$ cat config.mk
export PLATFORM = sky130hd
export DESIGN_NAME = wall_column_scaler
export DESIGN_NICKNAME = d
export VERILOG_FILES = /design/src/rtl/wcs_pkg.sv /design/src/rtl/wcs_ctrl.sv /design/src/rtl/wcs_datapath.sv /design/src/rtl/wall_column_scaler.sv
export SDC_FILE = /design/constraint.sdc
export NUM_CORES = 1
export LEC_CHECK = 0
export ABC_AREA = 1
export BUFFER_PORTS_ARGS = -buffer_cell sky130_fd_sc_hd__buf_2
export CAP_MARGIN = 20
export CORE_MARGIN = 2
export CORE_UTILIZATION = 55
export CTS_CLUSTER_DIAMETER = 200
export DETAILED_ROUTE_END_ITERATION = 6
export PLACE_DENSITY = 0.7
export SYNTH_ARGS = -nofsm -noshare
export SYNTH_HDL_FRONTEND = slang
export SYNTH_SLANG_ARGS = --single-unit
$ cat constraint.sdc
create_clock -name clk -period 6.5 [get_ports clk]
set_input_delay 0.975 -clock clk [delete_from_list [all_inputs] [get_ports clk]]
set_output_delay 0.975 -clock clk [all_outputs]
set_load 0.01 [all_outputs]
$ cat src/rtl/wcs_pkg.sv
// ----------------------------------------------------------------------------
// wcs_pkg
// types and constants shared by the wall column scaler modules
// ----------------------------------------------------------------------------
package wcs_pkg;

    localparam int TEXTURE_HEIGHT = 128;
    localparam int SCALE_LIMIT    = 2048;
    localparam int FRAC_BITS      = 16;
    localparam int TEX_W          = $clog2(TEXTURE_HEIGHT);
    localparam int NUM_W          = TEX_W + 16;
    localparam int STEP_W         = TEX_W + 16;
    localparam int DIVISOR_W      = 11;
    localparam int DIV_STEPS      = NUM_W;
    localparam int CNT_W          = $clog2(DIV_STEPS);
    localparam int POS_W          = 32;
    localparam int VIEW_W         = 9;
    localparam int ROWS_W         = 10;
    localparam int LOST_W         = 10;
    localparam logic [NUM_W-1:0] DIVIDEND = NUM_W'(TEXTURE_HEIGHT) << 15;
    localparam logic [VIEW_W-1:0] VIEW_RESET = 9'd160;

    localparam logic KIND_START = 1'b0;
    localparam logic KIND_STEP  = 1'b1;

    typedef struct packed {
        logic       kind;
        logic [9:0] screen_x;
        logic [9:0] scale;
        logic [5:0] tile;
        logic [6:0] texture_column;
    } in_item_t;

    typedef struct packed {
        logic [9:0] out_x;
        logic [8:0] screen_row;
        logic [5:0] out_tile;
        logic [6:0] out_column;
        logic [6:0] texel_row;
        logic       last;
    } out_item_t;

    typedef struct packed {
        logic start;
        logic step;
        logic div_step;
        logic mul_load;
    } cmd_t;

    typedef struct packed {
        logic clipped;
        logic run_active;
        logic result_busy;
    } status_t;

endpackage

$ cat src/rtl/wcs_ctrl.sv
// ----------------------------------------------------------------------------
// wcs_ctrl
// sequencer for column setup: reciprocal division, clip offset, row steps
// ----------------------------------------------------------------------------
module wcs_ctrl (
    input  logic             clk,
    input  logic             rst_n,
    input  logic             item_valid,
    input  logic             item_kind,
    input  logic             item_zero,
    input  wcs_pkg::status_t status,
    output logic             item_stall,
    output wcs_pkg::cmd_t    cmd
);
    import wcs_pkg::*;

    typedef enum logic [1:0] {
        ST_IDLE,
        ST_DIV,
        ST_MUL
    } state_t;

    state_t             state_reg;
    logic [CNT_W-1:0]   cnt_reg;
    logic               accept;

    assign item_stall = (state_reg != ST_IDLE) || status.result_busy;
    assign accept     = item_valid && !item_stall;

    always_comb
    begin
        cmd.start    = accept && (item_kind == KIND_START);
        cmd.step     = accept && (item_kind == KIND_STEP) && status.run_active;
        cmd.div_step = (state_reg == ST_DIV);
        cmd.mul_load = (state_reg == ST_MUL);
    end

    always_ff @(posedge clk or negedge rst_n)
    begin
        if (!rst_n)
        begin
            state_reg <= ST_IDLE;
            cnt_reg   <= '0;
        end
        else
        begin
            unique case (state_reg)
                ST_IDLE:
                begin
                    cnt_reg <= '0;
                    if (cmd.start && !item_zero)
                    begin
                        state_reg <= ST_DIV;
                    end
                end
                ST_DIV:
                begin
                    cnt_reg <= cnt_reg + 1'b1;
                    if (cnt_reg == CNT_W'(DIV_STEPS - 1))
                    begin
                        state_reg <= status.clipped ? ST_MUL : ST_IDLE;
                    end
                end
                ST_MUL:
                begin
                    state_reg <= ST_IDLE;
                end
                default:
                begin
                    state_reg <= ST_IDLE;
                end
            endcase
        end
    end

endmodule

$ cat src/rtl/wcs_datapath.sv
// ----------------------------------------------------------------------------
// wcs_datapath
// column setup registers, bit-serial step divider, position accumulator
// and result register
// ----------------------------------------------------------------------------
module wcs_datapath (
    input  logic                     clk,
    input  logic                     rst_n,
    input  wcs_pkg::in_item_t        item,
    input  logic                     cfg_write,
    input  logic [8:0]               cfg_data,
    input  wcs_pkg::cmd_t            cmd,
    input  logic                     result_stall,
    output wcs_pkg::status_t         status,
    output logic                     result_valid,
    output wcs_pkg::out_item_t       result
);
    import wcs_pkg::*;

    logic [VIEW_W-1:0]      view_reg;
    logic [POS_W-1:0]       position_reg;
    logic [VIEW_W-1:0]      row_reg;
    logic [ROWS_W-1:0]      rows_left_reg;
    logic [9:0]             x_reg;
    logic [5:0]             tile_reg;
    logic [6:0]             column_reg;
    logic                   clipped_reg;
    logic [LOST_W-1:0]      lost_reg;
    logic [DIVISOR_W-1:0]   divisor_reg;
    logic [NUM_W-1:0]       num_reg;
    logic [DIVISOR_W-1:0]   rem_reg;
    logic [NUM_W-1:0]       quot_reg;
    logic                   result_valid_reg;
    out_item_t              result_reg;

    logic [DIVISOR_W-1:0]   drawn;
    logic [DIVISOR_W-1:0]   divisor_start;
    logic                   centred;
    logic [DIVISOR_W:0]     trial;
    logic                   trial_fits;
    logic [STEP_W-1:0]      step_size;
    logic [DIVISOR_W-1:0]   centre_gap;
    logic [DIVISOR_W-1:0]   clip_gap;
    logic [LOST_W+STEP_W-1:0] clip_product;

    assign drawn         = {item.scale, 1'b0};
    assign divisor_start = ({1'b0, drawn} >= (DIVISOR_W+1)'(SCALE_LIMIT))
                         ? DIVISOR_W'(SCALE_LIMIT - 1) : drawn;
    assign centred       = drawn < DIVISOR_W'(view_reg);
    assign centre_gap    = DIVISOR_W'(view_reg) - drawn;
    assign clip_gap      = drawn - DIVISOR_W'(view_reg);
    assign trial         = {rem_reg, num_reg[NUM_W-1]};
    assign trial_fits    = trial >= {1'b0, divisor_reg};
    assign step_size     = {quot_reg[STEP_W-2:0], 1'b0};
    assign clip_product  = (LOST_W+STEP_W)'(lost_reg) * (LOST_W+STEP_W)'(step_size);

    assign status.clipped     = clipped_reg;
    assign status.run_active  = (rows_left_reg != '0);
    assign status.result_busy = result_valid_reg && result_stall;
    assign result_valid       = result_valid_reg;
    assign result             = result_reg;

    // control state
    always_ff @(posedge clk or negedge rst_n)
    begin
        if (!rst_n)
        begin
            view_reg         <= VIEW_RESET;
            rows_left_reg    <= '0;
            clipped_reg      <= 1'b0;
            result_valid_reg <= 1'b0;
        end
        else
        begin
            if (cfg_write)
            begin
                view_reg <= cfg_data;
            end
            if (cmd.start)
            begin
                clipped_reg <= !centred;
                if (item.scale == '0)
                begin
                    rows_left_reg <= '0;
                end
                else if (centred)
                begin
                    rows_left_reg <= drawn[ROWS_W-1:0];
                end
                else
                begin
                    rows_left_reg <= {1'b0, view_reg};
                end
            end
            else if (cmd.step)
            begin
                rows_left_reg <= rows_left_reg - 1'b1;
            end
            if (cmd.step)
            begin
                result_valid_reg <= 1'b1;
            end
            else if (!result_stall)
            begin
                result_valid_reg <= 1'b0;
            end
        end
    end

    // payload
    always_ff @(posedge clk)
    begin
        if (cmd.start)
        begin
            x_reg       <= item.screen_x;
            tile_reg    <= item.tile;
            column_reg  <= item.texture_column;
            position_reg <= '0;
            lost_reg    <= clip_gap[DIVISOR_W-1:1];
            divisor_reg <= divisor_start;
            num_reg     <= DIVIDEND;
            rem_reg     <= '0;
            if (item.scale == '0 || !centred)
            begin
                row_reg <= '0;
            end
            else
            begin
                row_reg <= centre_gap[VIEW_W:1];
            end
        end
        else if (cmd.step)
        begin
            position_reg <= position_reg + POS_W'(step_size);
            row_reg      <= row_reg + 1'b1;
        end
        else if (cmd.mul_load)
        begin
            position_reg <= clip_product[POS_W-1:0];
        end

        if (cmd.div_step)
        begin
            num_reg  <= {num_reg[NUM_W-2:0], 1'b0};
            quot_reg <= {quot_reg[NUM_W-2:0], trial_fits};
            if (trial_fits)
            begin
                rem_reg <= DIVISOR_W'(trial - {1'b0, divisor_reg});
            end
            else
            begin
                rem_reg <= trial[DIVISOR_W-1:0];
            end
        end

        if (cmd.step)
        begin
            result_reg.out_x      <= x_reg;
            result_reg.screen_row <= row_reg;
            result_reg.out_tile   <= tile_reg;
            result_reg.out_column <= column_reg;
            result_reg.texel_row  <= position_reg[FRAC_BITS +: TEX_W];
            result_reg.last       <= (rows_left_reg == ROWS_W'(1));
        end
    end

endmodule

$ cat src/rtl/wall_column_scaler.sv
// ----------------------------------------------------------------------------
// wall_column_scaler
// row mapping for one vertically scaled wall texture column
//
//   channel   signals                          direction
//   item      item_valid, item_stall, item     in
//   result    result_valid, result_stall, result  out
//   config    cfg_valid, cfg_ready, cfg_data   in (view height)
//
// row steps flow at one per cycle while the result side drains and no
// setup runs; a column start with nonzero scale runs the bit-serial step
// divider, followed by the offset multiply when the column is clipped
// reset is asynchronous active low; view height resets to 160
// the result register holds while result_stall is high, and item_stall
// rises while setup runs or the held result is stalled
// ----------------------------------------------------------------------------
module wall_column_scaler (
    input  logic               clk,
    input  logic               rst_n,
    input  logic               item_valid,
    output logic               item_stall,
    input  wcs_pkg::in_item_t  item,
    output logic               result_valid,
    input  logic               result_stall,
    output wcs_pkg::out_item_t result,
    input  logic               cfg_valid,
    output logic               cfg_ready,
    input  logic [8:0]         cfg_data
);
    import wcs_pkg::*;

    cmd_t    cmd;
    status_t status;
    logic    item_zero;

    assign cfg_ready = 1'b1;
    assign item_zero = (item.scale == '0);

    wcs_ctrl u_ctrl (
        .clk        (clk),
        .rst_n      (rst_n),
        .item_valid (item_valid),
        .item_kind  (item.kind),
        .item_zero  (item_zero),
        .status     (status),
        .item_stall (item_stall),
        .cmd        (cmd)
    );

    wcs_datapath u_datapath (
        .clk          (clk),
        .rst_n        (rst_n),
        .item         (item),
        .cfg_write    (cfg_valid && cfg_ready),
        .cfg_data     (cfg_data),
        .cmd          (cmd),
        .result_stall (result_stall),
        .status       (status),
        .result_valid (result_valid),
        .result       (result)
    );

endmodule
== After elaboration in Yosys (flattened, before gate mapping) ==
Cells that the tools add are included.
Storage, ports and cells
  bits in registers: 186
  output and inout port bits: 43
Operators by class
  add/sub/neg operators: 7
  $mul: 1
  magnitude comparators: 2
  equal/unequal tests: 7
  mux-type cells: 20
  bitwise logic cells: 1
  reductions and logical operators: 20
Operators with widths (count)
  $mux W32: 2
  $mux W10: 4
  $mux W11: 3
  $add A32 B23 Y32: 1
  $mul A10 B22 Y31: 1
  $mux W9: 3
  $mux W23: 1
  $ge A12 B11 Y1: 1
  $lt A11 B9 Y1: 1
  $sub A11 B11 Y11: 1
  $sub A11 B9 Y11: 1
  $eq A10 B1 Y1 const B: 1
  $logic_not A10 Y1: 1
  $pmux W5 S2: 1
  $reduce_bool A10 Y1: 1
  $reduce_bool A2 Y1: 5
  $sub A10 B1 Y10 const B: 1
  $sub A9 B10 Y10: 1
  $add A9 B1 Y9 const B: 1
  $logic_and A1 B1 Y1: 6
  $mux W2: 3
  $ne A2 B1 Y1 const B: 3
  $add A5 B1 Y5 const B: 1
  $eq A5 B5 Y1 const B: 1
  9 further kinds: 13

== Logic depth before layout (Yosys ltp) ==
  depth after elaboration: 8
  mapped depth: 27
  depth with buffers taken out: 26

== By module ==
A second synthesis with hierarchy kept.
Second synthesis, totals
  cells, all modules: 1711
  area total of the unflattened synthesis: 14455.1 µm²
Modules (own cells, without submodules)
  wcs_datapath: instances 1, cells an instance 1653, area each 14026.0 µm²
  wcs_ctrl: instances 1, cells an instance 48, area each 386.6 µm²
  wall_column_scaler: instances 1, cells an instance 10, area each 42.5 µm²

== Worst setup path after synthesis ==
No wires, ideal clock.
  kind: reg2reg
  start: register u_datapath.lost_reg[2]
  end: register u_datapath.position_reg[13]
  arrival time: 4944 ps
  path slack: 1447 ps
  stages on the path, launching flop included: 25
  path buffers: 2
  clock period less this slack: 5053 ps
  cells stage by stage: edfxtp_1 -> clkbuf_1 -> buf_1 -> nand2_1 -> fa_1 -> inv_1 -> fa_1 -> inv_1 -> fa_1 -> inv_1 -> fa_1 -> inv_1 -> fa_1 -> inv_1 -> ha_1 -> nand2_1 -> nor2_1 -> nand2_1 -> nand2_1 -> a31oi_1 -> or2_2 -> nand3_1 -> nand3_1 -> nand2_1 -> inv_1
On the way
  longest elaborated chain between the ends: 3
RTL lines
  from (decl): line wcs_datapath.sv:28  | logic [LOST_W-1:0] lost_reg;
  from (signal assigned): line wcs_datapath.sv:119  | lost_reg <= clip_gap[DIVISOR_W-1:1];
  $mul A10 B22 Y31: line wcs_datapath.sv:55  | assign clip_product = (LOST_W+STEP_W)'(lost_reg) * (LOST_W+STEP_W)'(step_size);
  $mux W32: line wcs_datapath.sv:137  | else if (cmd.mul_load)
  $mux W32: line wcs_datapath.sv:132  | else if (cmd.step)
  to (signal assigned): line wcs_datapath.sv:134  | position_reg <= position_reg + POS_W'(step_size);
  to (signal assigned): line wcs_datapath.sv:139  | position_reg <= clip_product[POS_W-1:0];
  to (decl): line wcs_datapath.sv:21  | logic [POS_W-1:0] position_reg;
No other way between the ends. The select of a mux whose other input is x is not followed.
A chain may end at the register's enable or synchronous reset.

== Worst setup path in the final report ==
  start: register u_datapath.lost_reg[3]
  end: register u_datapath.position_reg[14]
Same word-level chain as after synthesis.

==> report_table.html <==
<table>
<tr><th>Metric</th><th>Value</th></tr>
<tr><th colspan="2">Global routing</th></tr>
<tr><td>Global-route wire length before repair</td><td>59800 um</td></tr>
<tr><td>Largest net degree at the start of global routing</td><td>56</td></tr>
<tr><td>Remaining global-route overflow</td><td>0</td></tr>
<tr><td>Antenna violations before repair</td><td>0</td></tr>
<tr><td>Via count of the first global-routing pass</td><td>11800</td></tr>
<tr><td>Total global-route track usage</td><td>28.4%</td></tr>
<tr><th colspan="2">Placed design</th></tr>
<tr><td>HPWL reported at the end of detailed placement</td><td>28000 um</td></tr>
<tr><td>Placer congestion estimate</td><td>0.933</td></tr>
<tr><td>IO buf count</td><td>89</td></tr>
<tr><td>Worst setup slack before clock tree synthesis</td><td>0.868 ns</td></tr>
<tr><td>Placement Cell Area</td><td>15000 um^2</td></tr>
<tr><th colspan="2">Route</th></tr>
<tr><td>Number of design rule violations left after detail routing</td><td>0</td></tr>
<tr><td>Antenna-violating nets left</td><td>0</td></tr>
<tr><td>First DRT Iteration DRCs</td><td>707</td></tr>
<tr><td>Drt total wl</td><td>36400 um</td></tr>
<tr><td>Detailed-route wire length per cell</td><td>17.4 um</td></tr>
<tr><td>Average via count per standard cell</td><td>5.40</td></tr>
<tr><td>DR vias</td><td>11300</td></tr>
<tr><td>Initial DRT Pass Iterations</td><td>5</td></tr>
<tr><th colspan="2">STA</th></tr>
<tr><td>Setup WS post-layout</td><td>0.783 ns</td></tr>
<tr><td>Transition time at the pin with the least slew margin</td><td>0.940 ns</td></tr>
<tr><td>Total Neg Setup Slack</td><td>0 ns</td></tr>
<tr><td>Maximum clock frequency</td><td>175 MHz</td></tr>
<tr><td>Clk_skew</td><td>0.0166 ns</td></tr>
<tr><td>Number of slew-limit violations in the final report</td><td>0</td></tr>
<tr><td>Final min period</td><td>5.72 ns</td></tr>
<tr><td>Headroom to the max-slew limit</td><td>37.2%</td></tr>
<tr><td>Final hold violations</td><td>0</td></tr>
<tr><td>Final setup violation count</td><td>0</td></tr>
<tr><td>Fin crit share</td><td>88.0%</td></tr>
<tr><td>RSZ-0062 raised after global routing</td><td>no</td></tr>
<tr><th colspan="2">Setup path</th></tr>
<tr><td>CP Capture Type</td><td>flop</td></tr>
<tr><td>Path depth of the worst reg2reg path</td><td>21</td></tr>
<tr><td>Beginning of the worst register-to-register path</td><td>u_datapath.lost_reg[3]</td></tr>
<tr><td>Startpoint class of the critical path</td><td>flop</td></tr>
<tr><td>Worst Path Required</td><td>6.89 ns</td></tr>
<tr><td>Data arrival time at the worst-slack endpoint</td><td>6.10 ns</td></tr>
<tr><td>R2r setup slk</td><td>0.78 ns</td></tr>
<tr><td>Launching element of the worst setup path</td><td>u_datapath.lost_reg[3]</td></tr>
<tr><td>Crit Path Max Fanout</td><td>20</td></tr>
<tr><td>Reg-to-reg critical path endpoint</td><td>u_datapath.position_reg[14]</td></tr>
<tr><td>Category of the most critical setup path</td><td>flop to flop</td></tr>
<tr><th colspan="2">Worst hold path</th></tr>
<tr><td>Worst hold path cell count</td><td>0</td></tr>
<tr><td>Endpoint, Worst Hold</td><td>u_datapath.result[37]</td></tr>
<tr><td>Classification of the worst-slack hold path</td><td>flop to flop</td></tr>
<tr><td>Worst hold start</td><td>u_datapath.x_reg[7]</td></tr>
<tr><th colspan="2">Logic synthesis</th></tr>
<tr><td>Post-synth EDFFs</td><td>126</td></tr>
<tr><td>Syn. warnings</td><td>0</td></tr>
<tr><td>Gate count of the mapped netlist</td><td>1683</td></tr>
<tr><td>Post-synthesis cell type with the largest combined area</td><td>sky130_fd_sc_hd__edfxtp_1</td></tr>
<tr><td>Most common flop cell mapped by yosys</td><td>sky130_fd_sc_hd__edfxtp_1</td></tr>
<tr><td>Unique masters post-synth</td><td>59</td></tr>
<tr><td>Netlist area before placement</td><td>14400 um^2</td></tr>
<tr><td>Top-count cell post-synth</td><td>sky130_fd_sc_hd__nand2_1</td></tr>
<tr><td>Average cell area after synthesis</td><td>8.53 um^2</td></tr>
<tr><td>Synthesized netlist net count</td><td>1942</td></tr>
<tr><td>Most frequent cells after synthesis</td><td>sky130_fd_sc_hd__nand2_1, sky130_fd_sc_hd__inv_1, sky130_fd_sc_hd__edfxtp_1</td></tr>
<tr><td>Largest cells by area after synthesis</td><td>sky130_fd_sc_hd__edfxtp_1, sky130_fd_sc_hd__fa_1, sky130_fd_sc_hd__nand2_1</td></tr>
<tr><td>Share of synthesized area occupied by flip-flops and latches</td><td>34.3%</td></tr>
<tr><td>Portion of synthesized cell area occupied by the leading cell type</td><td>26.4%</td></tr>
<tr><td>Fraction of registers with async set or reset after synthesis</td><td>15.9%</td></tr>
<tr><td>Flops &amp; latches, synth</td><td>176</td></tr>
<tr><th colspan="2">Cells and area</th></tr>
<tr><td>Post-layout instance area</td><td>15700 um^2</td></tr>
<tr><td>Fill cell instance count of the final layout</td><td>2341</td></tr>
<tr><td>Fraction of final layout cells sized beyond drive strength 1</td><td>9.56%</td></tr>
<tr><td>Flip-flop and latch area</td><td>4930 um^2</td></tr>
<tr><td>Net count of the finished layout</td><td>2004</td></tr>
<tr><td>Number of flip-flops in the largest register</td><td>40</td></tr>
<tr><td>Synth-to-Final Area Change</td><td>9.07%</td></tr>
<tr><td>Area used by multi-input combinational logic</td><td>7890 um^2</td></tr>
<tr><td>Final core utilization</td><td>60.6%</td></tr>
<tr><td>Diode count</td><td>0</td></tr>
<tr><th colspan="2">Clock tree</th></tr>
<tr><td>Clk pin slew, worst setup/hold paths</td><td>0.08 ns</td></tr>
<tr><td>CTS H-Tree Depth</td><td>4</td></tr>
<tr><td>Buffers from clock root to sink, at most</td><td>2</td></tr>
<tr><td>Post-CTS setup buffer count</td><td>0</td></tr>
<tr><td>Clock Latency Late Sink</td><td>0.45 ns</td></tr>
<tr><td>Inserted Clock Buffers</td><td>17</td></tr>
<tr><td>TritonCTS clock tree</td><td>built</td></tr>
<tr><td>Clock root buffer</td><td>sky130_fd_sc_hd__clkbuf_16</td></tr>
<tr><td>Post-CTS Hold Fix Bufs</td><td>0</td></tr>
<tr><td>CTS-repair resized insts</td><td>0</td></tr>
<tr><td>Number of clock sinks seen by CTS</td><td>176</td></tr>
<tr><th colspan="2">Floorplan</th></tr>
<tr><td>Overall die area</td><td>27400 um^2</td></tr>
<tr><td>Initial Utilization</td><td>55.6%</td></tr>
<tr><td>Horizontal extent of the die</td><td>166 um</td></tr>
<tr><td>I/O pin count</td><td>91</td></tr>
<tr><td>Standard cell core area</td><td>25800 um^2</td></tr>
<tr><td>Core Rows</td><td>59</td></tr>
<tr><td>DIE HEIGHT</td><td>166 um</td></tr>
<tr><th colspan="2">Run status</th></tr>
<tr><td>Outcome</td><td>finished, final reports clean</td></tr>
<tr><th colspan="2">Flow run</th></tr>
<tr><td>Maximum capacitance violations</td><td>0</td></tr>
</table>
cell families (layout without fill, tap and decap cells):
logic type	count (synthesis)	count (layout)	share of synthesized area (%)
other	1	1	0.0261
buffers and inverters	400	475	10.8
AO/OA/AOI/OAI	236	236	9.22
flip-flops	176	176	34.3
adder cells (fa/ha/maj)	211	211	24.8
AND/OR/NAND/NOR	614	614	18.1
XOR/XNOR	45	45	2.74
cells in the final DEF (no fill, tap or decap), drive strengths merged, types with 2 or more instances in the layout:
master	instances
clkbuf	17
inv	353
nor3b	2
nor4	4
ha	89
o211ai	2
a21boi	4
a31oi	15
o21bai	4
and3	3
nand3b	4
nand3	77
dfstp	2
clkinv	9
nand4	15
xor2	34
nor2	88
buf	95
o221ai	3
nand2b	2
fa	122
o21ai	87
o21a	5
a211oi	2
dfrtp	26
edfxtp	126
xnor2	11
nand2	392
dfxtp	22
nor3	16
or2	9
a21o	4
o22ai	9
a21oi	98
per-stage QoR:
step	instances	hold slack, ns
after floorplan	1683	0.400
after global placement	2061	0.400
after detailed placement	2061	0.405
after CTS	2093	0.419
after global routing	2093	0.428
final	2093	0.420
critical path: stages (launching register included):
cell and delay, ns:
sky130_fd_sc_hd__edfxtp_1 0.84, sky130_fd_sc_hd__nand2_1 0.17, sky130_fd_sc_hd__fa_1 0.56, sky130_fd_sc_hd__inv_1 0.05, sky130_fd_sc_hd__fa_1 0.50, sky130_fd_sc_hd__inv_1 0.05, sky130_fd_sc_hd__fa_1 0.47, sky130_fd_sc_hd__inv_1 0.06
sky130_fd_sc_hd__fa_1 0.54, sky130_fd_sc_hd__inv_1 0.06, sky130_fd_sc_hd__fa_1 0.53, sky130_fd_sc_hd__inv_1 0.06, sky130_fd_sc_hd__ha_1 0.36, sky130_fd_sc_hd__a21oi_1 0.25, sky130_fd_sc_hd__nand3_1 0.23, sky130_fd_sc_hd__a21oi_1 0.31
sky130_fd_sc_hd__o21ai_0 0.12, sky130_fd_sc_hd__nand2_1 0.07, sky130_fd_sc_hd__nand3_1 0.14, sky130_fd_sc_hd__nand3_1 0.12, sky130_fd_sc_hd__nand3_1 0.09, sky130_fd_sc_hd__inv_1 0.08
metal layers:
layer	routed length (um)	up-vias	track usage, %	share of wire [%]
li1	-	5439	-	-
met4	1570	0	12.4	4.3
met2	18300	345	49.9	50
met1	14900	5433	35.2	41
met3	1660	91	3.55	4.6
met5	0	-	0	0
worst max path at each step:
stage / endpoint / slack [ns] / cells past startpoint
global route: u_datapath.position_reg[14] / 0.41 / 23
floorplan: u_datapath.position_reg[13] / 1.45 / 24
CTS: u_datapath.position_reg[20] / 0.83 / 21
finish: u_datapath.position_reg[14] / 0.78 / 21
global placement: u_datapath.position_reg[20] / 0.87 / 21
detailed placement: u_datapath.position_reg[14] / 0.87 / 21
cell type report:
cell class,instances,area share (%)
Sequential cell,176,31.5
Inverter,348,8.34
Timing Repair Buffer,95,3.13
Clock buffer,17,2.72
Clock inverter,15,1.33
Tap cell,335,2.68
Multi-Input combinational cell,1107,50.3
Power is not shown: default switching activity piles up to over one toggle a cycle in this logic, so the estimate is an artifact.
